--- src/countdown_timer_bank_assert.svh ---
// Assertion macros used by the countdown timer bank sequencer.
`ifndef COUNTDOWN_TIMER_BANK_ASSERT_SVH
`define COUNTDOWN_TIMER_BANK_ASSERT_SVH
`ifndef SYNTH
`define CDT_IMPLY(lbl, a, b, msg) \
  lbl: assert property (@(posedge clk) disable iff (!rst_n) (a) |-> (b)) else $error(msg);
`define CDT_NEXT(lbl, a, b, msg) \
  lbl: assert property (@(posedge clk) disable iff (!rst_n) (a) |=> (b)) else $error(msg);
`else
`define CDT_IMPLY(lbl, a, b, msg)
`define CDT_NEXT(lbl, a, b, msg)
`endif
`endif

--- src/cdt_pkg.sv ---
// Types and constants of the countdown timer bank.
package cdt_pkg;

  localparam int NUM_TIMERS = 8;
  localparam int IDX_W      = (NUM_TIMERS > 1) ? $clog2(NUM_TIMERS) : 1;
  localparam int CNT_W      = 16;

  localparam logic [1:0] CMD_TICK = 2'd0;
  localparam logic [1:0] CMD_SET  = 2'd1;
  localparam logic [1:0] CMD_STOP = 2'd2;

  localparam logic [2:0] KIND_SET_OK      = 3'd0;
  localparam logic [2:0] KIND_SET_REFUSED = 3'd1;
  localparam logic [2:0] KIND_EXPIRED     = 3'd2;
  localparam logic [2:0] KIND_IDLE_TICK   = 3'd3;
  localparam logic [2:0] KIND_STOPPED     = 3'd4;

  typedef struct packed {
    logic [1:0]       command;
    logic [5:0]       timer_index;
    logic [CNT_W-1:0] delay_ticks;
  } in_item_t;

  typedef struct packed {
    logic [2:0] result_kind;
    logic [5:0] result_timer;
    logic       last_result;
  } out_item_t;

  typedef struct packed {
    logic             rd_en;
    logic             wr_en;
    logic [IDX_W-1:0] addr;
    logic [CNT_W-1:0] wdata;
  } mem_req_t;

endpackage

--- src/cdt_count_store.sv ---
// Storage of the remaining tick counts, one entry per timer.
module cdt_count_store (
  input  logic                     clk,
  input  cdt_pkg::mem_req_t        mem_req,
  output logic [cdt_pkg::CNT_W-1:0] mem_rdata
);

  logic [cdt_pkg::CNT_W-1:0] mem [cdt_pkg::NUM_TIMERS];

  always_ff @(posedge clk) begin
    if (mem_req.wr_en) begin
      mem[mem_req.addr] <= mem_req.wdata;
    end
  end

  always_ff @(posedge clk) begin
    if (mem_req.rd_en) begin
      mem_rdata <= mem[mem_req.addr];
    end
  end

endmodule

--- src/cdt_seq.sv ---
// Command sequencer: active marks, tick scan and the shared decrement unit.
`include "countdown_timer_bank_assert.svh"
module cdt_seq (
  input  logic                      clk,
  input  logic                      rst_n,
  input  logic                      in_valid,
  input  cdt_pkg::in_item_t         in_item,
  output logic                      in_stall,
  input  logic                      push_ok,
  output logic                      push_en,
  output cdt_pkg::out_item_t        push_item,
  output cdt_pkg::mem_req_t         mem_req,
  input  logic [cdt_pkg::CNT_W-1:0] mem_rdata
);

  typedef enum logic [3:0] {
    ST_IDLE    = 4'b0001,
    ST_SCAN_RD = 4'b0010,
    ST_SCAN_EV = 4'b0100,
    ST_FLUSH   = 4'b1000
  } state_t;

  localparam logic [cdt_pkg::IDX_W-1:0] IDX_LAST = cdt_pkg::IDX_W'(cdt_pkg::NUM_TIMERS - 1);

  state_t                          state_r, state_nxt;
  logic [cdt_pkg::IDX_W-1:0]       idx_r, idx_nxt;
  logic                            pend_v_r, pend_v_nxt;
  logic [cdt_pkg::IDX_W-1:0]       pend_idx_r, pend_idx_nxt;
  logic [cdt_pkg::NUM_TIMERS-1:0]  active_r, active_nxt;
  logic                            accept;
  logic                            in_range;
  logic [cdt_pkg::IDX_W-1:0]       sidx;
  logic                            cur_active;
  logic                            cur_zero;
  logic                            hold;
  logic [cdt_pkg::CNT_W-1:0]       dec_val;

  assign in_range   = ({1'b0, in_item.timer_index} < 7'(cdt_pkg::NUM_TIMERS));
  assign sidx       = in_item.timer_index[cdt_pkg::IDX_W-1:0];
  assign cur_active = active_r[idx_r];
  // Shared unit: one zero compare and one decrement, reused for every timer.
  assign cur_zero   = (mem_rdata == '0);
  assign dec_val    = mem_rdata - cdt_pkg::CNT_W'(1);
  // An expiry must wait when the previous one cannot be handed on yet.
  assign hold       = cur_active && cur_zero && pend_v_r && !push_ok;
  assign in_stall   = (state_r != ST_IDLE) || !push_ok;
  assign accept     = in_valid && !in_stall;

  always_comb begin
    state_nxt    = state_r;
    idx_nxt      = idx_r;
    pend_v_nxt   = pend_v_r;
    pend_idx_nxt = pend_idx_r;
    active_nxt   = active_r;
    push_en      = 1'b0;
    push_item    = '0;
    mem_req      = '0;
    unique case (state_r)
      ST_IDLE: begin
        if (accept) begin
          unique case (in_item.command)
            cdt_pkg::CMD_SET: begin
              push_en                = 1'b1;
              push_item.result_timer = in_item.timer_index;
              push_item.last_result  = 1'b1;
              if (in_range && !active_r[sidx]) begin
                push_item.result_kind = cdt_pkg::KIND_SET_OK;
                active_nxt[sidx]      = 1'b1;
                mem_req.wr_en         = 1'b1;
                mem_req.addr          = sidx;
                mem_req.wdata         = in_item.delay_ticks;
              end else begin
                push_item.result_kind = cdt_pkg::KIND_SET_REFUSED;
              end
            end
            cdt_pkg::CMD_STOP: begin
              push_en                = 1'b1;
              push_item.result_kind  = cdt_pkg::KIND_STOPPED;
              push_item.result_timer = in_item.timer_index;
              push_item.last_result  = 1'b1;
              if (in_range) begin
                active_nxt[sidx] = 1'b0;
              end
            end
            cdt_pkg::CMD_TICK: begin
              state_nxt  = ST_SCAN_RD;
              idx_nxt    = '0;
              pend_v_nxt = 1'b0;
            end
            default: begin
            end
          endcase
        end
      end
      ST_SCAN_RD: begin
        mem_req.rd_en = 1'b1;
        mem_req.addr  = idx_r;
        state_nxt     = ST_SCAN_EV;
      end
      ST_SCAN_EV: begin
        if (!hold) begin
          if (cur_active && !cur_zero) begin
            mem_req.wr_en = 1'b1;
            mem_req.addr  = idx_r;
            mem_req.wdata = dec_val;
          end else if (cur_active) begin
            active_nxt[idx_r] = 1'b0;
            // The held expiry is not the last one, since another just followed.
            if (pend_v_r) begin
              push_en                = 1'b1;
              push_item.result_kind  = cdt_pkg::KIND_EXPIRED;
              push_item.result_timer = 6'(pend_idx_r);
              push_item.last_result  = 1'b0;
            end
            pend_v_nxt   = 1'b1;
            pend_idx_nxt = idx_r;
          end
          if (idx_r == IDX_LAST) begin
            state_nxt = ST_FLUSH;
          end else begin
            idx_nxt   = idx_r + cdt_pkg::IDX_W'(1);
            state_nxt = ST_SCAN_RD;
          end
        end
      end
      ST_FLUSH: begin
        if (push_ok) begin
          push_en               = 1'b1;
          push_item.last_result = 1'b1;
          if (pend_v_r) begin
            push_item.result_kind  = cdt_pkg::KIND_EXPIRED;
            push_item.result_timer = 6'(pend_idx_r);
          end else begin
            push_item.result_kind = cdt_pkg::KIND_IDLE_TICK;
          end
          pend_v_nxt = 1'b0;
          state_nxt  = ST_IDLE;
        end
      end
      default: begin
        state_nxt = ST_IDLE;
      end
    endcase
  end

  always_ff @(posedge clk) begin
    if (!rst_n) begin
      state_r  <= ST_IDLE;
      idx_r    <= '0;
      pend_v_r <= 1'b0;
      active_r <= '0;
    end else begin
      state_r  <= state_nxt;
      idx_r    <= idx_nxt;
      pend_v_r <= pend_v_nxt;
      active_r <= active_nxt;
    end
  end

  always_ff @(posedge clk) begin
    pend_idx_r <= pend_idx_nxt;
  end

  `CDT_IMPLY(a_pend_only_in_tick, pend_v_r, state_r != ST_IDLE, "pending expiry outside a tick")
  `CDT_NEXT(a_flush_ends, state_r == ST_FLUSH && push_ok, state_r == ST_IDLE, "flush did not end")
  `CDT_IMPLY(a_scan_push_has_pend, state_r == ST_SCAN_EV && push_en, pend_v_r, "stray push")
  `CDT_NEXT(a_tick_starts_scan, accept && in_item.command == cdt_pkg::CMD_TICK,
            state_r == ST_SCAN_RD && idx_r == '0, "tick did not start scan")

endmodule

--- src/countdown_timer_bank.sv ---
// Bank of one-shot countdown timers; a tick scans the timers one at a time.
// Set and stop: result registered, shown in the cycle after the item is accepted.
// Tick: a read state then an evaluate state per timer, set by the count store's single port.
// One item is in work at a time; output stalls stretch a tick's scan.
// Reset clears the active marks and the sequencer; counts are written before use.
module countdown_timer_bank (
  input  logic               clk,
  input  logic               rst_n,
  input  logic               in_valid,
  input  cdt_pkg::in_item_t  in_item,
  output logic               in_stall,
  output logic               out_valid,
  output cdt_pkg::out_item_t out_item,
  input  logic               out_stall
);

  logic                      out_valid_r;
  cdt_pkg::out_item_t        out_item_r;
  logic                      push_ok;
  logic                      push_en;
  cdt_pkg::out_item_t        push_item;
  cdt_pkg::mem_req_t         mem_req;
  logic [cdt_pkg::CNT_W-1:0] mem_rdata;

  // The output register can take a new item when empty or being drained.
  assign push_ok   = !out_valid_r || !out_stall;
  assign out_valid = out_valid_r;
  assign out_item  = out_item_r;

  cdt_seq u_seq (
    .clk       (clk),
    .rst_n     (rst_n),
    .in_valid  (in_valid),
    .in_item   (in_item),
    .in_stall  (in_stall),
    .push_ok   (push_ok),
    .push_en   (push_en),
    .push_item (push_item),
    .mem_req   (mem_req),
    .mem_rdata (mem_rdata)
  );

  cdt_count_store u_store (
    .clk       (clk),
    .mem_req   (mem_req),
    .mem_rdata (mem_rdata)
  );

  always_ff @(posedge clk) begin
    if (!rst_n) begin
      out_valid_r <= 1'b0;
    end else if (push_en) begin
      out_valid_r <= 1'b1;
    end else if (!out_stall) begin
      out_valid_r <= 1'b0;
    end
  end

  always_ff @(posedge clk) begin
    if (push_en) begin
      out_item_r <= push_item;
    end
  end

endmodule
--- config.mk ---
export PLATFORM = sky130hd
export DESIGN_NAME = countdown_timer_bank
export DESIGN_NICKNAME = d
export VERILOG_FILES = /design/src/cdt_pkg.sv /design/src/cdt_count_store.sv /design/src/cdt_seq.sv /design/src/countdown_timer_bank.sv
export VERILOG_INCLUDE_DIRS = /design/src /design/src/src
export SDC_FILE = /design/constraint.sdc
export NUM_CORES = 1
export LEC_CHECK = 0
export ABC_AREA = 1
export BUFFER_PORTS_ARGS = -buffer_cell sky130_fd_sc_hd__buf_2
export CAP_MARGIN = 15
export CORE_MARGIN = 8
export CORE_UTILIZATION = 51
export DETAILED_ROUTE_END_ITERATION = 6
export PLACE_DENSITY = 0.68
export SLEW_MARGIN = 10
export SYNTH_ARGS = -nofsm -noshare
export SYNTH_HDL_FRONTEND = slang
export SYNTH_SLANG_ARGS = --single-unit
--- constraint.sdc ---
create_clock -name clk -period 3.9 [get_ports clk]
set_input_delay 0.585 -clock clk [delete_from_list [all_inputs] [get_ports clk]]
set_output_delay 0.585 -clock clk [all_outputs]
set_load 0.05 [all_outputs]
==> flow_summary.json <==
{
  "status": "finished with violations",
  "failed_checks": "design-rule violations",
  "n_antenna_cell": 0,
  "drt_iter0_drc": 562,
  "cts_setup_buffers": 0,
  "rr_endpoint": "u_store.mem[5][12]",
  "maxCapViolations": 0,
  "core_um2": 17100,
  "cts_tree": "yes",
  "slew_viol_final": 0,
  "final_cells": 1205,
  "grt_pass1_vias": 6022,
  "rsz0062_at_grt": "no",
  "grt_pass1_wl_mm": 32.7,
  "grt_antenna_before_repair": 0,
  "powerDensity_nw_per_um2": 436,
  "slew-limit-headroom_pct": 35.9,
  "worstSkewPairLatency_ns": 0.44,
  "synth_seq_cells": 174,
  "fin_crit_ns": 3.26,
  "hold_violations": 0,
  "syn2layout_area_growth_pct": 12.0,
  "drcViolationCount": 1,
  "postCtsHoldBufs": 0,
  "synth_cell_types": 43,
  "worstHoldPathType": "in -> reg",
  "cts_sinks": 174,
  "cp.required_ns": 4.05,
  "clk_pin_slew_worst_paths_ns": 0.07,
  "synth_seq_area_share_pct": 57.7,
  "max_freq_mhz": 307,
  "grt_overflow": 0,
  "path_max_fanout": 18,
  "root_buffer": "clkbuf_16",
  "track_usage_pct": 19.5,
  "wl_per_cell_um": 16.9,
  "synthCells": 915,
  "syn_avg_cell_area_um2": 9.57,
  "r2r_cells": 13,
  "start_kind": "flip-flop",
  "clock_skew_ns": 0.0121,
  "clockBufferDepth": 2,
  "grt_max_degree": 65,
  "worstSetupEndpoint": "u_store.mem[5][12]",
  "syn-num-nets": 950,
  "fillers": 1462,
  "cts_buffers": 17,
  "drt-vias-per-instance": 5.22,
  "postRouteAntennaNets": 0,
  "start_util_pct": 51.3,
  "cp-end-kind": "flip-flop",
  "tns_ns": 0,
  "hpwl_mm": 14.2,
  "syn_area_um2": 8760,
  "dieArea_um2": 21600,
  "setup-violations-final": 0,
  "rows": 48,
  "place_inst": 1173,
  "vdd_ir_drop_max_v": 0.000313,
  "rrSetupSlack_ns": 0.64,
  "wl_mm": 20.4,
  "tightest_slew_ns": 0.951,
  "p_leak_nw": 3.97,
  "routed-via-count": 6291,
  "path_class": "reg -> reg",
  "final_nets": 1002,
  "dr.pass1.iters": 7,
  "gp_congestion": 0.887,
  "dieWidth_um": 147,
  "numPortBuffers": 39,
  "period_share_pct": 83.5,
  "die_h_um": 147,
  "startpoint": "u_store.mem_rdata[0]",
  "r2r_start": "u_store.mem_rdata[0]",
  "io_pins": 40,
  "cts-resized-gates": 0,
  "arrival_ns": 3.41,
  "drive_gt1_share_pct": 14.8,
  "synth-warning-count": 0,
  "htree_levels": 4
}
[logic make-up after synthesis]
kind of cell / after synthesis / share of synthesized area, %
fa+ha+maj: 7 / 1.00
buf+inv: 188 / 9.49
flops: 174 / 57.7
simple gates: 481 / 27.3
compound gates: 56 / 3.63
xor+xnor: 9 / 0.900
[flip-flops by register name, indices dropped and copies added (netlist names), named ones only]
| name | flops |
|---|---|
| u_store.mem | 128 |
| u_store.mem_rdata | 16 |
| u_seq.state_r | 4 |
| u_seq.pend_v_r | 1 |
| u_seq.pend_idx_r | 3 |
| out_item | 10 |
| u_seq.idx_r | 3 |
| out_valid | 1 |
[Yosys cell counts]
library cell,instances,area [µm²]
a2111o_1,1,11.3
a21boi_0,1,7.51
a21oi_1,20,100
a22oi_1,1,7.51
a31oi_1,4,25.0
a32oi_1,4,35.0
and3b_1,1,8.76
buf_1,1,3.75
buf_2,13,65.1
buf_4,6,45.0
buf_6,11,124
clkbuf_1,5,18.8
clkinv_1,2,7.51
clkinv_2,1,5.00
dfxtp_1,17,340
edfxtp_1,157,4710
ha_1,7,87.6
inv_1,145,544
inv_2,3,11.3
inv_4,1,6.26
nand2_1,215,807
nand2_2,5,31.3
nand2_4,3,33.8
nand3_1,82,410
nand3_2,5,50.1
nand3_4,2,35.0
nand3b_1,63,473
nand4_1,14,87.6
nor2_1,59,221
nor2_2,4,25.0
nor2_4,5,56.3
nor2_8,1,20.0
nor3_1,13,65.1
nor3_2,2,20.0
o211ai_1,1,7.51
o21ai_0,22,110
o22ai_1,1,6.26
o31ai_1,1,7.51
or2_0,2,12.5
or2_1,1,6.26
or2_2,4,25.0
xnor2_1,4,35.0
xor2_1,5,43.8
[area by class of cell]
type / instances / area [µm²] / share of cell area, %
Sequential cell: 174 / 5050 / 51.5
Clock inverter: 14 / 151 / 1.54
Clock buffer: 18 / 429 / 4.38
Timing Repair Buffer: 69 / 420 / 4.29
Tap cell: 225 / 282 / 2.87
Inverter: 152 / 574 / 5.86
Multi-Input combinational cell: 553 / 2900 / 29.5
[per-layer routing]
| layer | vias to the layer above | GRT usage (%) | part of all wire [%] |
|---|---|---|---|
| met4 | 0 | 8.47 | 2.7 |
| met1 | 2903 | 24.7 | 42 |
| li1 | 3123 | - | - |
| met5 | - | 0 | 0 |
| met3 | 40 | 3.91 | 7.2 |
| met2 | 225 | 32.0 | 48 |
[critical path: stages (launching register included)]
cell and delay [ns]:
edfxtp_1 0.40, inv_1 0.11, ha_1 0.18, nand2_1 0.16, nor2_4 0.23, nand3_2 0.18
nand3_4 0.24, nand2_2 0.10, nand2_1 0.11, nand2_4 0.09, nor2_4 0.41, inv_1 0.15
nor2_2 0.37, buf_4 0.24
[metrics by stage]
step / cell area, µm² / total power, mW / hold WS [ns] / setup slack [ns] / util, %
after detailed placement: 9230 / 2.63 / 0.512 / 0.574 / 54.1
after CTS: 9810 / 4.30 / 0.480 / 0.634 / 57.5
final: 9810 / 4.27 / 0.492 / 0.643 / 57.5
after global routing: 9810 / 4.43 / 0.518 / 0.410 / 57.5
after global placement: 9230 / 2.63 / 0.499 / 0.612 / 54.1
after floorplan: 8760 / 2.50 / 0.429 / 0.890 / -
[cells in the final DEF, fill, tap and decap left out, types with 5 or more instances in the layout]
cell type and instances:
a21oi_1 20, buf_2 39, buf_4 30, clkbuf_16 17, dfxtp_1 17, edfxtp_1 157, ha_1 7, inv_1 145
nand2_1 214, nand2_2 6, nand3_1 82, nand3_2 5, nand3b_1 63, nand4_1 14, nor2_1 51, nor2_2 12
nor2_4 5, nor3_1 13, o21ai_0 22, xor2_1 5
[how the worst min path moves through the flow]
stage | start | end | cells after the start
after CTS | in_item[19] | out_item[4] | 3
after global routing | in_item[19] | out_item[4] | 3
after detailed placement | flip-flop | flip-flop | 2
final | in_item[19] | out_item[4] | 3
after floorplan | u_seq.idx_r[1] | u_seq.pend_idx_r[1] | 0
after global placement | flip-flop | flip-flop | 2
[where the power goes]
part	leakage [nW]	switching, mW	internal (mW)
Combinational	2.24	0.376	0.124
Sequential	1.46	0.0289	2.06
Clock	0.276	0.775	0.904
No activity file was read; power rests on OpenSTA's default activity.
